`src/sccd_pkg.sv`:
```
`timescale 1ns / 1ps

package sccd_pkg;

  // Line length limit and the cap the 8-bit count saturates at
  localparam int LINE_MAX = 255;
  localparam logic [7:0] LINE_CAP = 8'((LINE_MAX > 255) ? 255 : LINE_MAX);

  // Set-1 codes with special handling
  localparam logic [7:0] RELEASE_BIT  = 8'h80;
  localparam logic [6:0] CODE_LSHIFT  = 7'h2A;
  localparam logic [6:0] CODE_RSHIFT  = 7'h36;
  localparam logic [6:0] CODE_BKSP    = 7'h0E;
  localparam logic [6:0] CODE_ENTER   = 7'h1C;
  localparam logic [6:0] CODE_CAPS    = 7'h3A;
  localparam logic [6:0] CODE_NUM     = 7'h45;
  localparam logic [6:0] CODE_SCROLL  = 7'h46;
  localparam logic [6:0] TABLE_SIZE   = 7'd86;

  // Lock LED bits
  localparam logic [2:0] LED_SCROLL = 3'b001;
  localparam logic [2:0] LED_NUM    = 3'b010;
  localparam logic [2:0] LED_CAPS   = 3'b100;

  typedef enum logic [2:0] {
    ACT_NONE = 3'd0,
    ACT_CHAR = 3'd1,
    ACT_DEL  = 3'd2,
    ACT_EOL  = 3'd3,
    ACT_LED  = 3'd4
  } action_t;

  typedef struct packed {
    logic [7:0] line_length;
    logic [2:0] led_bits;
    logic [6:0] character;
    action_t    action;
  } result_t;

  // Printable character for a make code; zero where the key prints nothing
  function automatic logic [6:0] key_char(input logic [6:0] code);
    logic [6:0] ch;
    case (code)
      7'h02: ch = 7'h31; // 1
      7'h03: ch = 7'h32; // 2
      7'h04: ch = 7'h33; // 3
      7'h05: ch = 7'h34; // 4
      7'h06: ch = 7'h35; // 5
      7'h07: ch = 7'h36; // 6
      7'h08: ch = 7'h37; // 7
      7'h09: ch = 7'h38; // 8
      7'h0A: ch = 7'h39; // 9
      7'h0B: ch = 7'h30; // 0
      7'h0C: ch = 7'h2D; // -
      7'h0D: ch = 7'h3D; // =
      7'h10: ch = 7'h51; // Q
      7'h11: ch = 7'h57; // W
      7'h12: ch = 7'h45; // E
      7'h13: ch = 7'h52; // R
      7'h14: ch = 7'h54; // T
      7'h15: ch = 7'h59; // Y
      7'h16: ch = 7'h55; // U
      7'h17: ch = 7'h49; // I
      7'h18: ch = 7'h4F; // O
      7'h19: ch = 7'h50; // P
      7'h1A: ch = 7'h5B; // [
      7'h1B: ch = 7'h5D; // ]
      7'h1E: ch = 7'h41; // A
      7'h1F: ch = 7'h53; // S
      7'h20: ch = 7'h44; // D
      7'h21: ch = 7'h46; // F
      7'h22: ch = 7'h47; // G
      7'h23: ch = 7'h48; // H
      7'h24: ch = 7'h4A; // J
      7'h25: ch = 7'h4B; // K
      7'h26: ch = 7'h4C; // L
      7'h27: ch = 7'h3B; // ;
      7'h28: ch = 7'h27; // quote
      7'h29: ch = 7'h60; // backtick
      7'h2B: ch = 7'h5C; // backslash
      7'h2C: ch = 7'h5A; // Z
      7'h2D: ch = 7'h58; // X
      7'h2E: ch = 7'h43; // C
      7'h2F: ch = 7'h56; // V
      7'h30: ch = 7'h42; // B
      7'h31: ch = 7'h4E; // N
      7'h32: ch = 7'h4D; // M
      7'h33: ch = 7'h2C; // ,
      7'h34: ch = 7'h2E; // .
      7'h35: ch = 7'h2F; // /
      7'h37: ch = 7'h2A; // *
      7'h39: ch = 7'h20; // space
      7'h47: ch = 7'h37; // keypad 7
      7'h4A: ch = 7'h2D; // keypad -
      7'h4C: ch = 7'h35; // keypad 5
      7'h4E: ch = 7'h2B; // keypad +
      7'h4F: ch = 7'h31; // keypad 1
      default: ch = 7'h00;
    endcase
    return ch;
  endfunction

endpackage

```
`src/sccd_decode.sv`:
```
`timescale 1ns / 1ps

module sccd_decode (
  input  logic                clk,
  input  logic                rst,
  input  logic                advance,
  input  logic [7:0]          scan_byte,
  output sccd_pkg::result_t   result
);

  logic       shift_held;
  logic       shift_held_next;
  logic [2:0] lock_leds;
  logic [2:0] lock_leds_next;
  logic [7:0] line_count;
  logic [7:0] line_count_next;

  logic [6:0] code;
  logic [6:0] tbl_char;
  logic [6:0] ch;
  sccd_pkg::action_t act;
  logic       is_shift;

  assign code     = scan_byte[6:0];
  assign tbl_char = sccd_pkg::key_char(code);
  assign is_shift = (code == sccd_pkg::CODE_LSHIFT) || (code == sccd_pkg::CODE_RSHIFT);

  // Decode one byte against the current key state
  always_comb begin
    shift_held_next = shift_held;
    lock_leds_next  = lock_leds;
    line_count_next = line_count;
    act             = sccd_pkg::ACT_NONE;
    ch              = 7'h00;
    if ((scan_byte & sccd_pkg::RELEASE_BIT) != 8'h00) begin
      if (is_shift) begin
        shift_held_next = 1'b0;
      end
    end else if (code >= sccd_pkg::TABLE_SIZE) begin
      // past the table: ignored
    end else if (is_shift) begin
      shift_held_next = 1'b1;
    end else if (tbl_char == 7'h00) begin
      case (code)
        sccd_pkg::CODE_BKSP: begin
          if (line_count != 8'd0) begin
            line_count_next = line_count - 8'd1;
            act             = sccd_pkg::ACT_DEL;
          end
        end
        sccd_pkg::CODE_ENTER: begin
          line_count_next = 8'd0;
          act             = sccd_pkg::ACT_EOL;
        end
        sccd_pkg::CODE_CAPS: begin
          lock_leds_next = lock_leds ^ sccd_pkg::LED_CAPS;
          act            = sccd_pkg::ACT_LED;
        end
        sccd_pkg::CODE_NUM: begin
          lock_leds_next = lock_leds ^ sccd_pkg::LED_NUM;
          act            = sccd_pkg::ACT_LED;
        end
        sccd_pkg::CODE_SCROLL: begin
          lock_leds_next = lock_leds ^ sccd_pkg::LED_SCROLL;
          act            = sccd_pkg::ACT_LED;
        end
        default: begin
        end
      endcase
    end else begin
      ch = tbl_char;
      // letters go lower case unless exactly one of caps and shift is on
      if ((tbl_char >= 7'h41) && (tbl_char <= 7'h5A) &&
          (((lock_leds & sccd_pkg::LED_CAPS) != 3'b000) == shift_held)) begin
        ch = tbl_char + 7'd32;
      end
      if (line_count < sccd_pkg::LINE_CAP) begin
        line_count_next = line_count + 8'd1;
      end
      act = sccd_pkg::ACT_CHAR;
    end
  end

  // Result reflects state after this byte
  always_comb begin
    result.action      = act;
    result.character   = ch;
    result.led_bits    = lock_leds_next;
    result.line_length = line_count_next;
  end

  // Key state advances once per decoded byte
  always_ff @(posedge clk) begin
    if (rst) begin
      shift_held <= 1'b0;
      lock_leds  <= 3'b000;
      line_count <= 8'd0;
    end else if (advance) begin
      shift_held <= shift_held_next;
      lock_leds  <= lock_leds_next;
      line_count <= line_count_next;
    end
  end

`ifndef SYNTH
  a_count_capped: assert property (@(posedge clk) disable iff (rst)
    line_count <= sccd_pkg::LINE_CAP)
    else $error("line count above cap");

  a_enter_clears: assert property (@(posedge clk) disable iff (rst)
    advance && (scan_byte == {1'b0, sccd_pkg::CODE_ENTER}) |=> line_count == 8'd0)
    else $error("enter did not clear line count");

  a_shift_make: assert property (@(posedge clk) disable iff (rst)
    advance && (scan_byte == {1'b0, sccd_pkg::CODE_LSHIFT}) |=> shift_held)
    else $error("shift make did not set shift flag");

  a_idle_holds: assert property (@(posedge clk) disable iff (rst)
    !advance |=> $stable(line_count) && $stable(lock_leds) && $stable(shift_held))
    else $error("key state changed without a byte");
`endif

endmodule

```
`src/scan_code_set1_key_decoder.sv`:
```
`timescale 1ns / 1ps

// Path from an input beat to its result on the master side: the input register,
// then decode into the result register.
// Throughput: one beat per cycle unless m_axis_tready stalls the result register; the decode is a single table lookup.
// Reset (rst, synchronous): clears both stage valids, the shift flag,
// the lock LEDs and the line count.
module scan_code_set1_key_decoder (
  input  logic        clk,
  input  logic        rst,
  input  logic        s_axis_tvalid,
  output logic        s_axis_tready,
  input  logic [7:0]  s_axis_tdata,   // [7:0] scan_byte
  output logic        m_axis_tvalid,
  input  logic        m_axis_tready,
  output logic [23:0] m_axis_tdata    // [2:0] action, [9:3] character,
                                      // [12:10] led_bits, [20:13] line_length
);

  logic              in_full;
  logic [7:0]        in_byte;
  logic              advance;
  sccd_pkg::result_t result;
  sccd_pkg::result_t out_result;

  // Byte moves to the result register whenever that slot is free or draining
  assign advance       = in_full && (!m_axis_tvalid || m_axis_tready);
  assign s_axis_tready = !in_full || advance;

  // Input register
  always_ff @(posedge clk) begin
    if (rst) begin
      in_full <= 1'b0;
    end else if (s_axis_tready) begin
      in_full <= s_axis_tvalid;
    end
  end

  always_ff @(posedge clk) begin
    if (s_axis_tvalid && s_axis_tready) begin
      in_byte <= s_axis_tdata;
    end
  end

  sccd_decode u_decode (
    .clk       (clk),
    .rst       (rst),
    .advance   (advance),
    .scan_byte (in_byte),
    .result    (result)
  );

  // Result register
  always_ff @(posedge clk) begin
    if (rst) begin
      m_axis_tvalid <= 1'b0;
    end else if (advance) begin
      m_axis_tvalid <= 1'b1;
    end else if (m_axis_tready) begin
      m_axis_tvalid <= 1'b0;
    end
  end

  always_ff @(posedge clk) begin
    if (advance) begin
      out_result <= result;
    end
  end

  assign m_axis_tdata = {3'b000, out_result.line_length, out_result.led_bits,
                         out_result.character, out_result.action};

`ifndef SYNTH
  a_stall_full: assert property (@(posedge clk) disable iff (rst)
    !s_axis_tready |-> in_full && m_axis_tvalid)
    else $error("input stalled with a free stage");

  a_advance_fills: assert property (@(posedge clk) disable iff (rst)
    advance |=> m_axis_tvalid)
    else $error("decoded beat lost");

  a_action_range: assert property (@(posedge clk) disable iff (rst)
    m_axis_tvalid |-> (out_result.action == sccd_pkg::ACT_CHAR) ||
                      (out_result.character == 7'h00))
    else $error("character set on a non-character action");
`endif

endmodule
```
`config.mk`:
```
export PLATFORM = sky130hd
export DESIGN_NAME = scan_code_set1_key_decoder
export DESIGN_NICKNAME = d
export VERILOG_FILES = /design/src/sccd_pkg.sv /design/src/sccd_decode.sv /design/src/scan_code_set1_key_decoder.sv
export SDC_FILE = /design/constraint.sdc
export NUM_CORES = 1
export LEC_CHECK = 0
export BUFFER_PORTS_ARGS = -buffer_cell sky130_fd_sc_hd__buf_4
export CAP_MARGIN = 20
export CORE_MARGIN = 5
export CORE_UTILIZATION = 50
export CTS_BUF_LIST = sky130_fd_sc_hd__clkbuf_8
export DETAILED_ROUTE_END_ITERATION = 8
export HOLD_SLACK_MARGIN = 0.12
export PLACE_DENSITY_LB_ADDON = 0.2
export SYNTH_ARGS = -nofsm -noshare
export SYNTH_HDL_FRONTEND = slang
export SYNTH_SLANG_ARGS = --single-unit
```
`constraint.sdc`:
```
create_clock -name clk -period 2.7 [get_ports clk]
set_input_delay 0.135 -clock clk [delete_from_list [all_inputs] [get_ports clk]]
set_output_delay 0.135 -clock clk [all_outputs]
set_load 0.02 [all_outputs]
```
==> results.txt, run 1 <==
- Result of the run: complete, no violations
- RSZ-0062 raised after global routing: false
- Period utilisation layout: a little over nine tenths
- On the final layout, the worst clock skew is 0.0135 ns.
- Entering global routing, the biggest net connects 18 pins.
- Number of violations of the max-capacitance limit: 0
* Hold/Removal Path Class: in2reg
- The routed design uses ~4.6 mm of met2 wire.
- At the later pin of the worst-skew pair, clock insertion delay measures 0.30 ns.
- Post-detailed-route count of antenna-violating nets: 0
- After layout, the minimum clock period comes to ~2.5 ns.
- During placement, the flow inserted port buffers numbering 34.
- The tree is rooted in a sky130_fd_sc_hd__clkbuf_8.
- Final-report hold violation count: 0
* Area share of the largest cell type after synthesis: between 20% and 30%
* Max Root-Sink Buffers: 2
- Synth cell types: 85
- Total global routing track utilization: between 20 and 25%
- Dividing the detail-routed wire length by the instance count gives 16.7 um.
- Counting the buffers created by CTS gives 5.
* CP startpoint kind: flop
* Maximum VDD drop: about 0.25 mV
- Once routing completed, OpenROAD measured the worst setup slack at between 0.15 and 0.2 ns.
- Setup total negative slack on the finished layout was measured at 0 ns.
- The worst setup path is captured at a flop.
- Worst setup path category: reg2reg
- The initialized floorplan defines 31 standard-cell rows.
* Slew at the pin with the worst max-slew slack: approximately 0.57 ns
- Fraction of final layout cells sized beyond drive strength 1: between 10% and 20%
- At the worst endpoint, the required time is 2.89 ns.
* Util after Layout: roughly 60%
* HPWL Detailed: approximately 7.1 mm
- The number of pins exceeding their max-slew limit in the final report was 0.
- Total iterations of the first detailed-routing run: 5
* Synthesis Warnings: 0
- Number of antenna violations at the first check in global routing: 0
* Final setup fails: 0
* Die Ht: between 90 and 100 um
- 0 antenna diodes ended up in the layout.
- Number of enable flip-flop cells after synthesis: 29
- Total length of routed met3 wires: about 600 um
* Proportion of register bits with asynchronous set or reset after synthesis: 0%
* First-iteration detailed-routing DRC count: 238
* Total power: between 0.002 and 0.0025 W
- The average instance in the mapped netlist occupies 8.47 um2.
- Mapped Cells: between 400 and 500
- FF/Latch Area: about 1300 um2
- The H-tree was split into 2 levels.
- Setup Slack @ Placement: between 0.15 and 0.2 ns
* Die boundary width: between 90 and 100 um
- Remaining design rule violation count: 0
* Total Wirelength: between 9 and 10 mm
* Area of the multi-input gates: around 2200 um2
* Core area: about 7200 um2
* Vias in the first global route: ~3400
* Detailed-route vias per instance: between 6 and 7
* Final global-route overflow total: 0
- TritonCTS built the clock tree.
- Die Outline Area: slightly above 9000 um2
* Vias post-DR: 3548
* Layout filler cell count: between 600 and 700
* Top cells by area, synth: sky130_fd_sc_hd__edfxtp_1 24%, sky130_fd_sc_hd__dfxtp_1 12%, sky130_fd_sc_hd__nor2_1 4.6%
- Summed over all instances, the cell type with the most area after synthesis is sky130_fd_sc_hd__edfxtp_1.
- At the end of routability-driven placement, the weighted congestion stood at slightly below 1.
- Pin placement for this block handled 38 I/O pins.
* Nets@finish: 501
* Total standard cell area after synthesis: about 3700 um2
- Highest metal layer with signal wires: met4
- Sum of routed wire segments on met1: 4.10 mm
* Number of register bits inferred by synthesis: 50
* Clk sinks: 50
- The analysis attributes to cell leakage a power of 1.63 nW.
- The tightest hold path in the finished design has a slack of between 0.1 and 0.15 ns.
* Power per Cell Area: around 480 nW/um2
- Growth of design area from synthesis to finish: 17.2%
- Worst-case headroom to the max-slew limit: 61.6%
- For this configuration, the core starts out at a cell density of 50.9%.
- Of all nets on the critical path, the largest fanout is 8.
- Worst-path clk slew: around 0.090 ns
- Timing would allow up to approximately 400 MHz.
- Top FF cell, synth: sky130_fd_sc_hd__edfxtp_1
* Sequential cell area fraction in the yosys report: between 30% and 40%
* Crit path DAT: between 2 and 3 ns
* Global-route wire length before repair: 16.2 mm
cell usage in the layout (no fill, tap or decap), types with 3 or more instances in the layout:
cell and instances:
sky130_fd_sc_hd__buf_4 56, sky130_fd_sc_hd__nor2_1 45, sky130_fd_sc_hd__nand2_1 41, sky130_fd_sc_hd__a21oi_1 33, sky130_fd_sc_hd__o21ai_0 29, sky130_fd_sc_hd__edfxtp_1 29, sky130_fd_sc_hd__dfxtp_1 20, sky130_fd_sc_hd__nand3_1 19
sky130_fd_sc_hd__inv_1 14, sky130_fd_sc_hd__nor3_1 12, sky130_fd_sc_hd__ha_1 9, sky130_fd_sc_hd__nand4_1 8, sky130_fd_sc_hd__a31oi_1 8, sky130_fd_sc_hd__dlygate4sd3_1 8, sky130_fd_sc_hd__xnor2_1 7, sky130_fd_sc_hd__o21ai_1 7
sky130_fd_sc_hd__and2_1 7, sky130_fd_sc_hd__clkbuf_8 6, sky130_fd_sc_hd__nand2b_1 5, sky130_fd_sc_hd__nand4b_1 5, sky130_fd_sc_hd__a211oi_1 5, sky130_fd_sc_hd__nor2b_1 4, sky130_fd_sc_hd__a21o_1 4, sky130_fd_sc_hd__xor2_1 4
sky130_fd_sc_hd__o221ai_1 4, sky130_fd_sc_hd__o211ai_1 3, sky130_fd_sc_hd__o31ai_1 3, sky130_fd_sc_hd__mux2i_1 3, sky130_fd_sc_hd__nor3b_1 3, sky130_fd_sc_hd__nor4_1 3, sky130_fd_sc_hd__conb_1 3
path summary, 6_finish.rpt:
path | from | end | slack, ns | cells past startpoint
worst max-delay path | in_full$_SDFFE_PP0N_ | u_decode.tbl_char[2]$_DFF_P_ | 0.17 | 10
worst min-delay path | rst | u_decode.line_count[4]$_SDFFE_PP0P_ | 0.14 | 2
worst max register to register | in_full$_SDFFE_PP0N_ | u_decode.tbl_char[2]$_DFF_P_ | 0.17 | 10
worst min register to register | in_full$_SDFFE_PP0N_ | m_axis_tvalid$_SDFFE_PP0P_ | 0.48 | 2
kinds of logic after synthesis:
group	share of synthesized area [%]
fa+ha+maj	3.77
flops	35.4
compound gates	24.0
other cells	0.103
simple gates	26.8
xor+xnor	2.64
buf+inv	5.52
mux	1.82
cells in the mapped netlist (all sizes together) (3+ instances only):
cell type   n
nor2       46
nand2      42
o21ai      37
a21oi      34
edfxtp     29
dfxtp      21
nand3      20
buf        16
inv        15
nor3       12
ha         11
clkbuf     10
nand4       9
a31oi       8
and2        7
xnor2       7
a211oi      6
nand2b      6
nand4b      5
nor2b       5
a21o        4
mux2i       4
nor4        4
o211ai      4
o221ai      4
xor2        4
a2111oi     3
a221oi      3
nor3b       3
nor4b       3
o31ai       3
or2         3
critical path, stage by stage, from the launching register on:
cell and delay [ns]:
sky130_fd_sc_hd__dfxtp_1 0.38, sky130_fd_sc_hd__and3b_1 0.26, sky130_fd_sc_hd__clkinv_4 0.07, sky130_fd_sc_hd__nand2_4 0.11
sky130_fd_sc_hd__mux2_2 0.44, sky130_fd_sc_hd__ha_4 0.32, sky130_fd_sc_hd__nor3_1 0.06, sky130_fd_sc_hd__o31a_1 0.32
sky130_fd_sc_hd__o21ai_1 0.15, sky130_fd_sc_hd__nand4_1 0.12, sky130_fd_sc_hd__a21o_1 0.19
area by class of cell:
class,instances,area share (%)
flip-flops and latches,50,30.2
repair buffers,64,11.7
clock buffers,6,1.93
clock inverters,2,0.789
multi-input cells,341,51.0
well taps,99,2.89
inverters,16,1.52
timing repair:
| item | 4_1_cts | 5_1_grt |
|---|---|---|
| hold endpoints to repair | 8 | 0 |
| resized for setup | 0 | 4 |
| endpoints found under the setup margin | 0 | 4 |
| buffers inserted | 0 | 3 |
| hold buffers | 8 | 0 |
metrics by stage:
| step | std cells | instance area [um2] |
|---|---|---|
| 2_1_floorplan | 433 | 3660 |
| 4_1_cts | 575 | 4240 |
| 3_5_place_dp | 559 | 4050 |
| 3_3_place_gp | 559 | 4050 |
| 6_report | 578 | 4280 |
| 5_1_grt | 578 | 4280 |
state kept, by name (all words and copies together) (netlist names):
name and cells:
in_full 1, m_axis_tvalid 1, u_decode.lock_leds 3, in_byte 8, u_decode.tbl_char 7, u_decode.shift_held 1
m_axis_tdata 21, u_decode.line_count 8
routing by layer:
metal / GRT usage (%) / vias up
met5: 0 / -
met4: 9.00 / 0
met3: 3.16 / 34
met2: 37.1 / 183
met1: 29.0 / 1643
li1: - / 1688
power breakdown:
group	internal (W)	leakage (nW)	switching, W
registers	0.000860	0.450	0.0000557
logic	0.000239	1.12	0.000353
clock network	0.000298	0.0626	0.000234
No activity file was read; power rests on OpenSTA's default activity.
==> run 2, diff against run 1 <==
--- a/config.mk
+++ b/config.mk
@@ -5,12 +5,12 @@
 export SDC_FILE = /design/constraint.sdc
 export NUM_CORES = 1
 export LEC_CHECK = 0
-export BUFFER_PORTS_ARGS = -buffer_cell sky130_fd_sc_hd__buf_4
 export CAP_MARGIN = 20
 export CORE_MARGIN = 5
 export CORE_UTILIZATION = 50
 export CTS_BUF_LIST = sky130_fd_sc_hd__clkbuf_8
 export DETAILED_ROUTE_END_ITERATION = 8
+export DONT_BUFFER_PORTS = 1
 export HOLD_SLACK_MARGIN = 0.12
 export PLACE_DENSITY_LB_ADDON = 0.2
 export SYNTH_ARGS = -nofsm -noshare
==> run 2 against run 1 <==
  * Cell area is 6.5% lower
  * Largest power group unchanged
  * Worst setup slack gained 0.0052 ns
  * Register-to-register slack about the same
  * Via count down 3.6%
==> results.txt, run 2 (synthesized netlist as in run 1, its figures left out) <==
- Power per Cell Area: 476 nW/um2 (about the same)
* Drt wl/cell: 17.3 um (+3.6%)
- The endpoint identified for the worst register-to-register timing path is u_decode.tbl_char[5]$_DFF_P_.
* Final Wtd Congestion: 0.965 (-0.99%)
- Effective utilization at floorplan: 50.9% (unchanged)
* I/O Buffers: 0 (-100%)
* Number of placement rows: 31 (unchanged)
- Die Outline Area: 9110 um2 (unchanged)
- Period utilisation layout: 93.6% (-0.19 points)
- In this run the critical register-to-register path is launched from in_full$_SDFFE_PP0N_.
* Flip-flop count of the largest register, all copies and words added: 21 (unchanged)
- The initial antenna violation count was 0 (unchanged).
- The global routing usage on met2 came to 37.1% (-0.058 points).
- The highest achievable clock rate was 396 MHz (+0.21%).
- Startpoint of the most critical hold path: s_axis_tdata[6]
* Logic depth of the worst register-to-register path: 11 (+1)
- H-tree levels: 2 (unchanged)
* Leading cell types in the layout, fill and taps excluded: 45 x sky130_fd_sc_hd__nor2_1, 41 x sky130_fd_sc_hd__nand2_1, 33 x sky130_fd_sc_hd__a21oi_1, 30 x sky130_fd_sc_hd__o21ai_0, 29 x sky130_fd_sc_hd__edfxtp_1
- The chip width was 95.5 um (unchanged).
- Detailed-route vias per instance: 6.28 (+2.3%)
* Nets@finish: 468 (-6.6%)
- Total power: 0.00191 W (-6.6%)
* Static leakage: 1.46 nW (-11%)
* Worst-case headroom to the max-slew limit: 54.9% (-6.7 points)
- Number of violations of the max-capacitance limit: 0 (unchanged)
- CTS Root Buffer Type: sky130_fd_sc_hd__clkbuf_8
* Final global-route overflow total: 0 (unchanged)
* Fraction of met3 tracks used by global routing: 4.34% (+1.2 points)
- Worst-path clk slew: 0.10 ns (about the same)
- Remaining design rule violation count: 0 (unchanged)
- The number of hold-slack violations in the final timing report came to 0 (unchanged).
- The vertical die dimension was 95.5 um (unchanged).
- Result of the run: complete, no violations
* Final setup fails: 0 (unchanged)
- The number of buffers created by CTS was 5 (unchanged).
- Pin count of the biggest net entering global routing: 19 (+1)
* Growth of design area from synthesis to finish: 9.63%
- The critical path goes through and3b_1, clkinv_4, nand2_4, buf_4, a21oi_4, inv_2, ha_1, o21ai_0, a211o_1, a21oi_1, a311o_1.
- The worst setup path is launched from a flop.
* PnR worst setup slack: 0.174 ns (+0.00522 ns)
- The global routing stage identified its most utilized layer as met2.
- GR met1 Demand/Resource: 26.6% (-2.5 points)
- The final period demand of the worst path was 2.53 ns (-0.00522 ns).
- Depth of the worst hold-timing path: 3 (+1)
- Slew at the pin with the worst max-slew slack: 0.674 ns (+0.102 ns)
- Total iterations of the first detailed-routing run: 5 (unchanged)
- Post-layout instance area: 4000 um2 (-6.5%)
* Maximum VDD drop: 0.173 mV (-29%)
* Post-detailed-route count of antenna-violating nets: 0 (unchanged)
* Placed Instance Area: 3800 um2 (-6.1%)
* Post-Route Hold Slack: 0.261 ns (+0.119 ns)
* Vias post-DR: 3421 (-3.6%)
* Worst-path fanout max: 11 (+3)
- First-iteration detailed-routing DRC count: 263 (+11%)
- Post-Route Setup TNS: 0 ns (unchanged)
* Setup Slack @ Placement: 0.250 ns (+0.0958 ns)
* HPWL Detailed: 6.93 mm (-2.8%)
- The largest individual stage delay along the critical path comes from the cell sky130_fd_sc_hd__a211o_1.
* Maximum single-stage delay on the critical path: 0.38 ns (-0.06 ns)
- Clk sinks: 50 (unchanged)
* Worst clock skew: 0.0180 ns (+0.00452 ns)
- Number of max-slew violations in the final report: 0 (unchanged)
* Worst hold path endpoint: u_decode.tbl_char[2]$_DFF_P_
* Core area: 7180 um2 (unchanged)
- The setup fix buffers added after clock tree synthesis was 0 (unchanged).
- The antenna diode instance count is 0 (unchanged).
- The worst setup path is of the reg2reg kind.
- Endpoint type of the worst setup path: flop
- Crit path required time: 2.93 ns (+0.04 ns)
- The aggregate routed wire length was 9.45 mm (-2.3%).
* RSZ-0062 raised after global routing: false
* Global-route wire length before repair: 15.5 mm (-4.2%)
- The total track usage is 21.6% (-0.70 points).
- The register-to-register setup slack is 0.17 ns (about the same).
* Hold/Removal Path Class: in2reg
- The clock tree buffer depth was 2 (unchanged).
- TritonCTS built the clock tree.
- Crit path DAT: 2.76 ns (+0.04 ns)
- Fraction of final layout cells sized beyond drive strength 1: 12.1% (-6.9 points)
- Total I/O pin count: 38 (unchanged)
- The clock network latency to the later pin of the worst-skew pair was 0.30 ns (about the same).
* Leading cell type in the layout, fill and taps excluded: sky130_fd_sc_hd__nor2_1
* Vias in the first global route: 3265 (-2.9%)
==> run 2: per-stage QoR <==
stage	util, %	std cells
6_report	55.8	545
3_3_place_gp	52.9	526
5_1_grt	55.8	545
3_5_place_dp	52.9	526
4_1_cts	55.8	545
2_1_floorplan	-	433
==> run 2: layer usage <==
metal  up-vias  part of all wire, %  wire length [um]
li1       1631                    -                 -
met3        28                  7.0               664
met1      1586                   42              3950
met5         -                    0                 0
met4         0                  2.4               226
met2       176                   49              4610
==> run 2: worst max-delay path by stage <==
stage / from / endpoint / slack (ns) / cells past startpoint
floorplan: m_axis_tvalid$_SDFFE_PP0P_ / u_decode.tbl_char[2]$_DFF_P_ / 0.02 / 12
global placement: in_full$_SDFFE_PP0N_ / u_decode.tbl_char[5]$_DFF_P_ / 0.26 / 11
detailed placement: in_full$_SDFFE_PP0N_ / u_decode.tbl_char[0]$_DFF_P_ / 0.25 / 11
CTS: in_full$_SDFFE_PP0N_ / u_decode.tbl_char[5]$_DFF_P_ / 0.22 / 11
global route: in_full$_SDFFE_PP0N_ / u_decode.tbl_char[5]$_DFF_P_ / 0.04 / 11
finish: in_full$_SDFFE_PP0N_ / u_decode.tbl_char[5]$_DFF_P_ / 0.17 / 11
==> run 2: critical path: cells and delay by family, from the launching register on <==
kind / cells / cell delay (ns)
AO/OA/AOI/OAI: 5 / 1.04
adder cells (fa/ha/maj): 1 / 0.28
buffers and inverters: 3 / 0.44
flip-flops: 1 / 0.37
AND/OR/NAND/NOR: 2 / 0.32
==> run 2: what timing repair did <==
item / in CTS / in global routing
gates resized for setup: 0 / 0
hold buffers: 11 / 0
endpoints found under the setup margin: 0 / 0
endpoints found under the hold margin: 22 / 0
==> run 2: power by group <==
part,switching (W),internal [W],total [W]
clock,0.000245,0.000206,0.000451
sequential,0.0000804,0.000862,0.000942
combinational,0.000309,0.000203,0.000513
==> run 2: final cells by class <==
type / count / area (um2)
fillers: 681 / 3170
multi-input cells: 341 / 2170
flip-flops and latches: 50 / 1290
repair buffers: 31 / 260
well taps: 99 / 124
clock buffers: 6 / 82.6
inverters: 16 / 65.1
clock inverters: 2 / 12.5
